===== src/design/ief_pkg.sv =====
// shared types, widths and coefficient tables for the inverse error function pipeline
`default_nettype none
package ief_pkg;

	localparam int X_W     = 32;
	localparam int XS_W    = 31;
	localparam int D_W     = 61;
	localparam int NORM_W  = 64;
	localparam int LZ_W    = 6;
	localparam int M_W     = 32;
	localparam int FRAC_W  = 30;
	localparam int L_W     = 36;
	localparam int LN2_W   = 28;
	localparam int W_W     = 36;
	localparam int SQ_W    = 64;
	localparam int ROOT_W  = 32;
	localparam int P_W     = 36;
	localparam int T_W     = 36;
	localparam int R_W     = 32;
	localparam int N_COEF  = 9;

	localparam logic [LN2_W-1:0] LN2_Q28     = 28'd186065280;
	localparam logic [W_W-1:0]   W_SPLIT     = 36'h1_4000_0000;
	localparam logic [T_W-1:0]   W_CENTER    = 36'h0_A000_0000;
	localparam logic [T_W-1:0]   TAIL_OFFSET = 36'h0_C000_0000;
	localparam logic [R_W-1:0]   R_MAX       = 32'h7FFF_FFFF;
	localparam logic [R_W-1:0]   R_MIN       = 32'h8000_0000;

	typedef logic signed [P_W-1:0] coef_t;

	localparam coef_t CENTRAL_COEF [0:N_COEF-1] = '{
		36'sd30, 36'sd369, -36'sd3783, -36'sd4715, 36'sd234699, -36'sd1346177,
		-36'sd4485752, 36'sd264828464, 36'sd1612126078
	};

	localparam coef_t TAIL_COEF [0:N_COEF-1] = '{
		-36'sd214978, 36'sd108395, 36'sd1448846, -36'sd3944314, 36'sd6162750,
		-36'sd8184556, 36'sd10134910, 36'sd1075539332, 36'sd3041885700
	};

	typedef struct packed {
		logic                   neg;
		logic                   sat;
		logic signed [XS_W-1:0] xs;
	} side_t;

	typedef struct packed {
		side_t          side;
		logic [D_W-1:0] d;
	} item_t;

endpackage
`default_nettype wire


===== src/design/ief_front.sv =====
// front end: input register, magnitude classification and a four-entry queue
`default_nettype none
module ief_front import ief_pkg::*; #(
	parameter int IN_FRAC_BITS = 30
) (
	input  wire logic                 clk,
	input  wire logic                 arst_n,
	input  wire logic                 in_valid,
	output logic                      in_ready,
	input  wire logic signed [X_W-1:0] x_value,
	output logic                      q_valid,
	output item_t                     q_item,
	input  wire logic                 q_pop
);

	localparam int Q_DEPTH = 4;
	localparam int PTR_W   = 2;
	localparam int CNT_W   = 3;
	localparam logic [D_W-1:0] ONE_D = D_W'(1) << (2 * IN_FRAC_BITS);

	logic [X_W:0]   u_mag;
	logic [29:0]    u_low;
	logic [59:0]    u_sq;
	item_t          cls;
	logic           f_valid_q;
	item_t          f_item_q;
	logic           q_full;
	logic           push;
	item_t          mem_q [0:Q_DEPTH-1];
	logic [PTR_W-1:0] wr_ptr_q;
	logic [PTR_W-1:0] rd_ptr_q;
	logic [CNT_W-1:0] cnt_q;

	always_comb begin
		u_mag = x_value[X_W-1] ? ((X_W+1)'(1) << X_W) - {1'b0, x_value} : {1'b0, x_value};
		u_low = u_mag[29:0];
		u_sq  = u_low * u_low;
		cls.side.neg = x_value[X_W-1];
		cls.side.sat = u_mag >= ((X_W+1)'(1) << IN_FRAC_BITS);
		// in range the raw word already is the signed value
		cls.side.xs  = x_value[XS_W-1:0];
		cls.d        = ONE_D - D_W'(u_sq);
	end

	assign q_full   = cnt_q == CNT_W'(Q_DEPTH);
	assign in_ready = !f_valid_q || !q_full;
	assign push     = f_valid_q && !q_full;

	always_ff @(posedge clk or negedge arst_n) begin
		if (!arst_n) begin
			f_valid_q <= 1'b0;
		end else if (in_ready) begin
			f_valid_q <= in_valid;
		end
	end

	always_ff @(posedge clk) begin
		if (in_ready && in_valid) begin
			f_item_q <= cls;
		end
	end

	always_ff @(posedge clk) begin
		if (push) begin
			mem_q[wr_ptr_q] <= f_item_q;
		end
	end

	always_ff @(posedge clk or negedge arst_n) begin
		if (!arst_n) begin
			wr_ptr_q <= '0;
			rd_ptr_q <= '0;
			cnt_q    <= '0;
		end else begin
			if (push) begin
				wr_ptr_q <= wr_ptr_q + PTR_W'(1);
			end
			if (q_pop) begin
				rd_ptr_q <= rd_ptr_q + PTR_W'(1);
			end
			unique case ({push, q_pop})
				2'b10:   cnt_q <= cnt_q + CNT_W'(1);
				2'b01:   cnt_q <= cnt_q - CNT_W'(1);
				default: cnt_q <= cnt_q;
			endcase
		end
	end

	assign q_valid = cnt_q != '0;
	assign q_item  = mem_q[rd_ptr_q];

	a_cnt_bound: assert property (@(posedge clk) disable iff (!arst_n)
		cnt_q <= CNT_W'(Q_DEPTH)) else $error("queue count beyond depth");

	a_pop_nonempty: assert property (@(posedge clk) disable iff (!arst_n)
		q_pop |-> cnt_q != '0) else $error("pop from empty queue");

	a_push_count: assert property (@(posedge clk) disable iff (!arst_n)
		push && !q_pop |=> cnt_q == $past(cnt_q) + CNT_W'(1))
		else $error("queue count missed a push");

endmodule
`default_nettype wire


===== config.mk =====
export PLATFORM = sky130hd
export DESIGN_NAME = ief_front
export DESIGN_NICKNAME = d
export VERILOG_FILES = /design/src/design/ief_pkg.sv /design/src/design/ief_front.sv
export SDC_FILE = /design/constraint.sdc
export NUM_CORES = 2
export LEC_CHECK = 0
export ABC_AREA = 1
export BUFFER_PORTS_ARGS = -buffer_cell sky130_fd_sc_hd__buf_2
export CORE_MARGIN = 8
export CORE_UTILIZATION = 65
export CTS_CLUSTER_SIZE = 20
export DETAILED_ROUTE_END_ITERATION = 12
export GPL_TIMING_DRIVEN = 0
export PLACE_DENSITY = 0.83
export SLEW_MARGIN = 20
export SYNTH_ARGS = -nofsm -noshare
export SYNTH_HDL_FRONTEND = slang
export SYNTH_SLANG_ARGS = --single-unit

===== constraint.sdc =====
create_clock -name clk -period 6.2 [get_ports clk]
set_input_delay 0.31 -clock clk [delete_from_list [all_inputs] [get_ports clk]]
set_output_delay 0.31 -clock clk [all_outputs]
set_load 0.02 [all_outputs]

==> flow_metrics.tcl <==
set metrics [dict create \
    cts_buffer_depth 3 \
    violations "setup timing" \
    setup_viol 50 \
    rr_startpoint "cnt_q[0]$_DFFE_PN0P_" \
    maxCapViolations 0 \
    vias 36400 \
    synthAdderAreaFrac 0.385 \
    vias_per_cell 5.83 \
    min_period_ns 7.61 \
    synth-xor-area-share 0.0113 \
    syn-cell-area_sq_um 46500 \
    grt_max_degree 78 \
    cp_top_family "adder cells" \
    synth_top_family_by_area "adder cells" \
    wirelength_um 149000 \
    htreeDepth 2 \
    antenna_found_initial 4 \
    numCtsBuffers 39 \
    synth_compound_area_frac 0.0439 \
    slew_viol_final 0 \
    cts.sinks 468 \
    dieArea_sq_um 80300 \
    grt_pass1_wl_um 221000 \
    final_cell_mix "1268 x inv_1, 688 x nand2_1, 642 x fa_1, 460 x edfxtp_1, 392 x nor2_1" \
    hold_class "primary input to flip-flop" \
    tightest_slew_ns 1.06 \
    clk_latency_ns 0.56 \
    reg2reg_to "cnt_q[2]$_DFFE_PN0P_" \
    place_congestion 1.02 \
    endpoint_kind "flip-flop" \
    grt_util_all_layers 0.364 \
    post-place-cells 6034 \
    yosysUniqueCellTypes 49 \
    core_sq_um 71100 \
    min_to "f_item_q[62]$_DFFE_PP_" \
    hold_depth 1 \
    rsz0062_at_grt "true" \
    fin_ws_ns -1.41 \
    synthArstFlopShare 0.0171 \
    synth-seq-cells 468 \
    path_clk_slew_ns 0.06 \
    hold-worst-slack_ns 0.0294 \
    floorplan.initialDensity 0.654 \
    synthMuxAreaShare 0.000242 \
    cts_tree "done" \
    final_common_cell "inv_1" \
    grt_pass1_vias 38000 \
    fin_cells 6233 \
    crit_cells 36 \
    clock-root-buffer "clkbuf_16" \
    netlist_instances 4935 \
    worstPathArrival_ns 7.89 \
    syn_area_per_cell_sq_um 9.42 \
    synth_flop_cell "edfxtp_1" \
    wire_per_inst_um 24.0 \
    max_freq_mhz 131 \
    critPathKind "primary input to flip-flop" \
    path_buf_inv 9 \
    synth_edf_count 460 \
    gr-total-overflow 0 \
    synth_nets 5971 \
    slowest_stage "fa_1" \
    cp_max_fo 5 \
    tns_ns -54.60 \
    r2r_setup_slack_ns 3.60 \
    yosysSeqAreaShare 0.301 \
    r2r_cells 7 \
    pin_count 132 \
    fin_nets 6287 \
    synthSimpleGateAreaFrac 0.133 \
    hold_viol 0 \
    port_buffers 131 \
    relSlewSlack 0.296 \
    yosys_warnings 0 \
    row_count 98 \
    area_growth_pct 17.1 \
    drive_gt1_frac 0.198 \
    ant_nets 0 \
    startpoint_type "primary input" \
    die_h_um 283 \
    fin_worst_skew_ns 0.0324 \
    drc 0 \
    drt-pass1-iter-count 7 \
    cpMostUsedCell "nand2_1" \
    crit_path_max_incr_delay_ns 0.63 \
    min_from "x_value[1]" \
    die_w_um 283 \
    outcome "complete, but fails checks" \
    first_iter_violations 3894 \
    dp_hpwl_um 110000 \
    fin_crit_sh 1.23 \
    critPathRequiredTime_ns 6.48 \
]
## metal layers
layer / up-vias / track usage / part of all wire
li1: 15400 / - / -
met4: 2 / 0.242 / 0.085
met5: - / 0 / 0.000087
met1: 17700 / 0.430 / 0.33
met3: 734 / 0.0830 / 0.11
met2: 2549 / 0.596 / 0.47
## layout make-up
type,instances,area [sq um]
Antenna cell,2,5.00
Buffer,130,1050
Clock buffer,46,1030
Clock inverter,25,302
Fill cell,4526,16700
Inverter,1384,5320
Multi-Input combinational cell,2952,29300
Sequential cell,468,14000
Tap cell,950,1190
Timing Repair Buffer,276,2240
## cell families (layout without fill, tap and decap cells)
group                      Yosys count  after routing
buffers and inverters             1515           1861
muxes                                1              1
AOI/OAI and AO/OA                  369            369
other                                0              2
DFF                                468            468
xor gates and xnor gates            49             49
adders and majority gates         1000           1000
and+or+nand+nor                   1533           1533
## worst max path at each step
stage / from / endpoint / slack (ns)
floorplan: x_value[0] / f_item_q[35]$_DFFE_PP_ / -0.91
global placement: x_value[1] / f_item_q[38]$_DFFE_PP_ / -2.62
detailed placement: x_value[1] / f_item_q[38]$_DFFE_PP_ / -2.73
CTS: x_value[0] / f_item_q[53]$_DFFE_PP_ / -1.28
global route: x_value[0] / f_item_q[53]$_DFFE_PP_ / -1.65
finish: x_value[0] / f_item_q[53]$_DFFE_PP_ / -1.41
## stage by stage
stage	util	cell area (sq um)	setup WS (ns)
after floorplan	-	47700	-0.908
after global placement	0.697	49500	-2.62
after detailed placement	0.703	50000	-2.73
after CTS	0.745	53000	-1.28
after global routing	0.765	54400	-1.65
final	0.765	54400	-1.41
## timing repair
item / in CTS / in global routing
pin swaps: 88 / 159
hold endpoints to repair: 9 / 0
resized for setup: 271 / 309
setup endpoints to repair: 53 / 51
hold buffers: 2 / 0
buffers inserted: 74 / 51
## registers in the layout, summed over array words and instances, names as in the netlist
register / count
wr_ptr_q: 2
mem_q: 368
rd_ptr_q: 2
f_valid_q: 1
f_item_q: 92
cnt_q: 3
## Yosys cell counts, types with 2 or more instances
cell      instances  area (sq um)
inv_1          1353          5080
nand2_1         869          3260
fa_1            714         14300
nor2_1          487          1830
edfxtp_1        460         13800
ha_1            286          3580
o21ai_0         203          1020
o22ai_1          92           576
nand3_1          87           435
clkbuf_1         64           240
a21oi_1          46           230
buf_2            41           205
xor2_1           37           324
inv_2            30           113
nand4_1          24           150
nand2_2          20           125
buf_4            13          97.6
nor3_1           11          55.1
o21bai_1         10          75.1
buf_6             9           101
nor2_4            9           101
dfrtp_1           8           200
nor2_2            7          43.8
xnor2_1           7          61.3
a21o_1            5          37.5
buf_1             4          15.0
o21ai_1           4          20.0
xor2_4            4           110
and2_1            3          18.8
nand3b_1          3          22.5
o211ai_1          3          22.5
a21boi_0          2          15.0
nand3_4           2          35.0
or2_1             2          12.5
or2_2             2          12.5
Power is left out: the tool's default activity adds up to more than one toggle a clock period on the data nets, which glitch-free logic cannot reach.
