$ cat config.mk
export PLATFORM = sky130hd
export DESIGN_NAME = ief_sqrt
export DESIGN_NICKNAME = d
export VERILOG_FILES = /design/src/design/ief_pkg.sv /design/src/design/ief_sqrt.sv
export SDC_FILE = /design/constraint.sdc
export NUM_CORES = 2
export LEC_CHECK = 0
export BUFFER_PORTS_ARGS = -buffer_cell sky130_fd_sc_hd__buf_2
export CORE_UTILIZATION = 45
export DETAILED_ROUTE_END_ITERATION = 16
export SLEW_MARGIN = 25
export SYNTH_ARGS = -nofsm -noshare
export SYNTH_HDL_FRONTEND = slang
export SYNTH_SLANG_ARGS = --single-unit
export TNS_END_PERCENT = 20
$ cat constraint.sdc
create_clock -name clk -period 3.3 [get_ports clk]
set_input_delay 0.33 -clock clk [delete_from_list [all_inputs] [get_ports clk]]
set_output_delay 0.33 -clock clk [all_outputs]
set_load 0.02 [all_outputs]
$ cat src/design/ief_pkg.sv
// shared types, widths and coefficient tables for the inverse error function pipeline
`default_nettype none
package ief_pkg;

	localparam int X_W     = 32;
	localparam int XS_W    = 31;
	localparam int D_W     = 61;
	localparam int NORM_W  = 64;
	localparam int LZ_W    = 6;
	localparam int M_W     = 32;
	localparam int FRAC_W  = 30;
	localparam int L_W     = 36;
	localparam int LN2_W   = 28;
	localparam int W_W     = 36;
	localparam int SQ_W    = 64;
	localparam int ROOT_W  = 32;
	localparam int P_W     = 36;
	localparam int T_W     = 36;
	localparam int R_W     = 32;
	localparam int N_COEF  = 9;

	localparam logic [LN2_W-1:0] LN2_Q28     = 28'd186065280;
	localparam logic [W_W-1:0]   W_SPLIT     = 36'h1_4000_0000;
	localparam logic [T_W-1:0]   W_CENTER    = 36'h0_A000_0000;
	localparam logic [T_W-1:0]   TAIL_OFFSET = 36'h0_C000_0000;
	localparam logic [R_W-1:0]   R_MAX       = 32'h7FFF_FFFF;
	localparam logic [R_W-1:0]   R_MIN       = 32'h8000_0000;

	typedef logic signed [P_W-1:0] coef_t;

	localparam coef_t CENTRAL_COEF [0:N_COEF-1] = '{
		36'sd30, 36'sd369, -36'sd3783, -36'sd4715, 36'sd234699, -36'sd1346177,
		-36'sd4485752, 36'sd264828464, 36'sd1612126078
	};

	localparam coef_t TAIL_COEF [0:N_COEF-1] = '{
		-36'sd214978, 36'sd108395, 36'sd1448846, -36'sd3944314, 36'sd6162750,
		-36'sd8184556, 36'sd10134910, 36'sd1075539332, 36'sd3041885700
	};

	typedef struct packed {
		logic                   neg;
		logic                   sat;
		logic signed [XS_W-1:0] xs;
	} side_t;

	typedef struct packed {
		side_t          side;
		logic [D_W-1:0] d;
	} item_t;

endpackage
`default_nettype wire

$ cat src/design/ief_sqrt.sv
// back end part two: integer square root of w, one result bit per stage
`default_nettype none
module ief_sqrt import ief_pkg::*; (
	input  wire logic            clk,
	input  wire logic            arst_n,
	input  wire logic            en,
	input  wire logic            v_in,
	input  wire side_t           side_in,
	input  wire logic [W_W-1:0]  wq_in,
	output logic                 v_out,
	output side_t                side_out,
	output logic [W_W-1:0]       wq_out,
	output logic [ROOT_W-1:0]    root_out
);

	localparam int N_ST = SQ_W / 2;

	logic            v_s   [0:N_ST];
	side_t           side_s[0:N_ST];
	logic [W_W-1:0]  wq_s  [0:N_ST];
	logic [SQ_W-1:0] rem_s [0:N_ST];
	logic [SQ_W-1:0] root_s[0:N_ST];

	assign v_s[0]    = v_in;
	assign side_s[0] = side_in;
	assign wq_s[0]   = wq_in;
	assign rem_s[0]  = SQ_W'(wq_in) << 28;
	assign root_s[0] = '0;

	for (genvar k = 0; k < N_ST; k++) begin : g_root
		localparam logic [SQ_W-1:0] BIT = SQ_W'(1) << (SQ_W - 2 - 2 * k);
		logic [SQ_W-1:0] trial;
		assign trial = root_s[k] + BIT;
		always_ff @(posedge clk or negedge arst_n) begin
			if (!arst_n) begin
				v_s[k+1] <= 1'b0;
			end else if (en) begin
				v_s[k+1] <= v_s[k];
			end
		end
		always_ff @(posedge clk) begin
			if (en) begin
				side_s[k+1] <= side_s[k];
				wq_s[k+1]   <= wq_s[k];
				if (rem_s[k] >= trial) begin
					rem_s[k+1]  <= rem_s[k] - trial;
					root_s[k+1] <= (root_s[k] >> 1) + BIT;
				end else begin
					rem_s[k+1]  <= rem_s[k];
					root_s[k+1] <= root_s[k] >> 1;
				end
			end
		end
	end

	assign v_out    = v_s[N_ST];
	assign side_out = side_s[N_ST];
	assign wq_out   = wq_s[N_ST];
	assign root_out = root_s[N_ST][ROOT_W-1:0];

endmodule
`default_nettype wire

==> results.md <==
- Initial drt markers: 5914
- Fillers: 27580
- Tightest Hold Check Type: input port to flop
- Clock root buffer: clkbuf_16
- Crit. End Element: flop
- Routed WL per cell: 19.49 µm
- Yosys Warn Count: 0
- H-tree depth: 5
- Relative slew slack: 30.29%
- Clk buf depth: 4
- F_max: 281.7 MHz
- Final worst slack: -0.2503 ns
- Row count: 215
- Violated checks: setup timing
- Mapped Cells: 10500
- Complex-gate fraction of the synthesized area: about 7.3%
- Crit Path Category: flop to flop
- Die X: a little under 600 µm
- Vias in the first global route: around 90000
- Top_reg_cell synth: edfxtp_1
- DRC errors left: 0
- Reg power frac: 47.1%
- Top-Level Pins: between 150 and 200
- Total Routing Usage GR: 18.81%
- WP data arrival: 4.22 ns
- Clock network fraction of total power: 34.2%
- CP Launch Type: flop
- Pwr dens: just under 700 nW/µm²
- Syn_nets: 11120
- Synthesized area per cell: 14.78 µm²
- Combinational power share: 18.7%
- CTS clock-pin slew for the worst setup and hold paths: 0.06 ns
- Nets: about 13000
- Initial Util: 45.26%
- Register area share after synthesis: 72.39%
- Die footprint: 347300 µm²
- Synth Cell Area: 155200 µm²
- CORE AREA: approximately 340000 µm²
- Layout cells sized above 1: 20.24%
- CP delay by family, top: compound AO/OA/AOI/OAI gates
- IO Port Bufs: roughly 170
- Fin crit share: 107.6%
- Critical path's slowest cell: edfxtp_1
- CTS tree: built
- Internal: 0.09580 W
- Post-synth ARST share: 0.8540%
- Net Sw Frac: 26.81%
- Post-route antenna net violation count: 0
- RePlAce Congestion: 0.9229
- Largest net degree at the start of global routing: 150
- #FFs+latches synth: 3747
- CP max stage delay: 0.40 ns
- Placed Cells: 16160
- Final setup violation count: 170
- Post-synth EDFFs: approximately 3700
- Synth unique cells: 94
- Synth Area in XOR/XNOR: 4.695%
- Top cell by count, worst path: buf_4
- Initial antenna violation count: 14
- Dpl cell area: roughly 170000 µm²
- Layout Utilization: 54.81%
- Maxcap violations: 0
- Detail Placement HPWL: 238.4 mm
- Total CTS buffers: about 390
- Maximum vdd drop: 0.4924 mV
- Final min period: roughly 3.6 ns
- Mux share of post-synthesis cell area: less than 1%
- DR pass1 iterations: 8
- Routed wire length: 333.3 mm
- TNS Setup: -12.29 ns
- Status: complete, but fails checks
- Worst-Margin Slew: 1.019 ns
- Detailed-route via count: 88530
- Fin. Hold Viols: 0
- Sink Count: 3747
- Final hold slack: approximately 0.11 ns
- Post-Synth Adder-Cell Area: 4.432%
- CP cell instances: inv_2, ha_4, fa_2, a211oi_2, o211ai_1, a41oi_2, buf_4, nor4_2, buf_4, o211ai_1, buf_4, a31o_4, buf_6, a2111oi_4, buf_4, nand2b_1, xnor2_1
- Post-Synth Simple-Gate Area: 8.156%
- Worst skew pair latency: around 0.96 ns
- Vias/cell: 5.177
- First-pass GRT wire length: 511.3 mm
- Final std cells w/o fill: 17100
- Main combinational cell family by area after synthesis: simple AND/OR/NAND/NOR gates
- Max-slew violations: 0
- Final Skew: around 0.067 ns
- Total grt overflow: 0
- Leak pwr: 70.52 nW
- Critical path buffer and inverter count: 6
- Required time worst endpoint: slightly below 4 ns
- Critical Path Fanout Max: 4
- RSZ-0062 raised after global routing: true
- Die H: 589.3 µm
- P&R area growth vs syn: 21.11%
- Fin area: 188000 µm²
- Sw power: approximately 0.035 W
## cells by family after synthesis
family / Yosys count
compound gates: 1840
buf+inv: 961
simple gates: 2512
mux: 67
xor+xnor: 832
fa+ha+maj: 542
flops: 3747
## metrics by stage
stage / total power (W) / worst slack (ns)
global placement: 0.08549 / -1.272
floorplan: 0.07472 / -0.1224
CTS: 0.1319 / -0.2933
detailed placement: 0.08573 / -0.9689
finish: 0.1309 / -0.2503
global route: 0.1368 / -0.4321
## cells in the final DEF, fill, tap and decap left out, drive strengths merged, types with 27 or more instances in the layout
master / Yosys / final
bufinv: 0 / 53
or2: 48 / 48
buf: 101 / 1475
o211ai: 36 / 36
a31oi: 58 / 58
clkbuf: 157 / 456
and3: 43 / 43
nor2b: 66 / 66
inv: 702 / 716
mux2: 60 / 60
nand4: 109 / 109
xnor2: 416 / 416
and2: 32 / 32
a21o: 223 / 223
edfxtp: 3715 / 3715
a211oi: 47 / 47
xor2: 416 / 416
dlygate4sd3: 0 / 75
nand2: 708 / 708
clkinv: 1 / 174
a21oi: 520 / 520
diode: 0 / 27
o21a: 83 / 83
a2111oi: 30 / 30
o31ai: 68 / 68
nor2: 542 / 542
nand2b: 109 / 109
nor3: 225 / 225
or4: 76 / 76
o21bai: 52 / 52
dfrtp: 32 / 32
nand3: 117 / 117
nor4: 185 / 185
or3: 101 / 101
o21ai: 547 / 547
nor4b: 43 / 43
ha: 529 / 529
nand3b: 29 / 29
## power groups by stage
stage	logic [W]	clock network, W	registers [W]
floorplan	0.0135	0	0.0613
global placement	0.0230	0	0.0625
detailed placement	0.0231	0	0.0626
CTS	0.0241	0.0462	0.0617
global route	0.0268	0.0479	0.0621
finish	0.0245	0.0447	0.0617
## registers in the layout, summed over array words and instances, names as in the netlist
register,count
side_out,33
rem_s,979
root_s,496
v_s,31
side_s,1023
root_out,32
wq_out,36
v_out,1
wq_s,1116
## cells in the mapped netlist (13+ instances only)
| library cell | count | area, µm² |
|---|---|---|
| or2_2 | 48 | 300.3 |
| o31ai_1 | 68 | 510.5 |
| nand2b_1 | 108 | 675.7 |
| nor3_1 | 224 | 1121 |
| nor4_1 | 183 | 1145 |
| a211o_1 | 20 | 175.2 |
| a21o_1 | 223 | 1674 |
| a21oi_1 | 520 | 2603 |
| o21bai_1 | 52 | 390.4 |
| nor4b_1 | 42 | 367.9 |
| and3_1 | 43 | 269.0 |
| nand3b_1 | 29 | 217.7 |
| buf_2 | 13 | 65.06 |
| dfrtp_1 | 32 | 800.8 |
| o21ai_0 | 541 | 2708 |
| or3_1 | 101 | 631.9 |
| xor2_1 | 416 | 3643 |
| or4_1 | 72 | 540.5 |
| nor2b_1 | 64 | 400.4 |
| a21boi_0 | 23 | 172.7 |
| a2111oi_0 | 25 | 219.0 |
| buf_1 | 13 | 48.80 |
| a211oi_1 | 46 | 345.3 |
| nand4b_1 | 19 | 166.4 |
| nand2_1 | 708 | 2658 |
| o21a_1 | 83 | 623.1 |
| ha_1 | 529 | 6619 |
| fa_1 | 13 | 260.3 |
| nor3b_1 | 24 | 180.2 |
| o31a_1 | 16 | 140.1 |
| o211ai_1 | 36 | 270.3 |
| a31oi_1 | 58 | 362.9 |
| nand4_1 | 109 | 681.9 |
| nand3_1 | 117 | 585.6 |
| edfxtp_1 | 3715 | 111600 |
| inv_1 | 698 | 2620 |
| buf_4 | 75 | 563.0 |
| mux2_2 | 60 | 675.7 |
| clkbuf_1 | 157 | 589.3 |
| o41ai_1 | 17 | 148.9 |
| and2_1 | 31 | 193.9 |
| nor2_1 | 541 | 2031 |
| xnor2_1 | 416 | 3643 |
## repair_timing
action	4_1_cts	5_1_grt
endpoints found under the hold margin	113	0
gates cloned	7	5
hold buffers	76	0
gates resized for setup	314	243
endpoints found under the setup margin	651	666
setup buffers	70	58
pin swaps	130	136
## per-layer routing
metal	part of all wire, %	global-route usage, %
met1	41	22.75
met4	6.0	10.74
met5	0	0
met3	3.4	2.101
met2	50	32.72
## worst paths after layout
check	cells past startpoint	end	slack [ns]	from
worst min-delay path	2	wq_s[1123]	0.11	wq_in[7]
worst min register to register	0	side_s[122]	0.38	side_s[155]
worst max-delay path	17	rem_s[444]	-0.25	root_s[462]
max in group asynchronous	4	v_s[21]	2.69	arst_n
worst max register to register	17	rem_s[444]	-0.25	root_s[462]
min in group asynchronous	4	v_s[7]	0.44	arst_n
## area by class of cell
class / count / area, µm² / share of cell area, %
antenna: 27 / 67.56 / 0.03594
clock buffer: 453 / 10170 / 5.413
timing repair buffer: 1557 / 12570 / 6.689
inverter: 703 / 2644 / 1.406
sequential: 3747 / 112400 / 59.77
clock inverter: 264 / 3080 / 1.639
multi-input combinational: 5793 / 41380 / 22.01
tap: 4557 / 5702 / 3.033
Note: power is estimated with default switching activity, not from simulation.
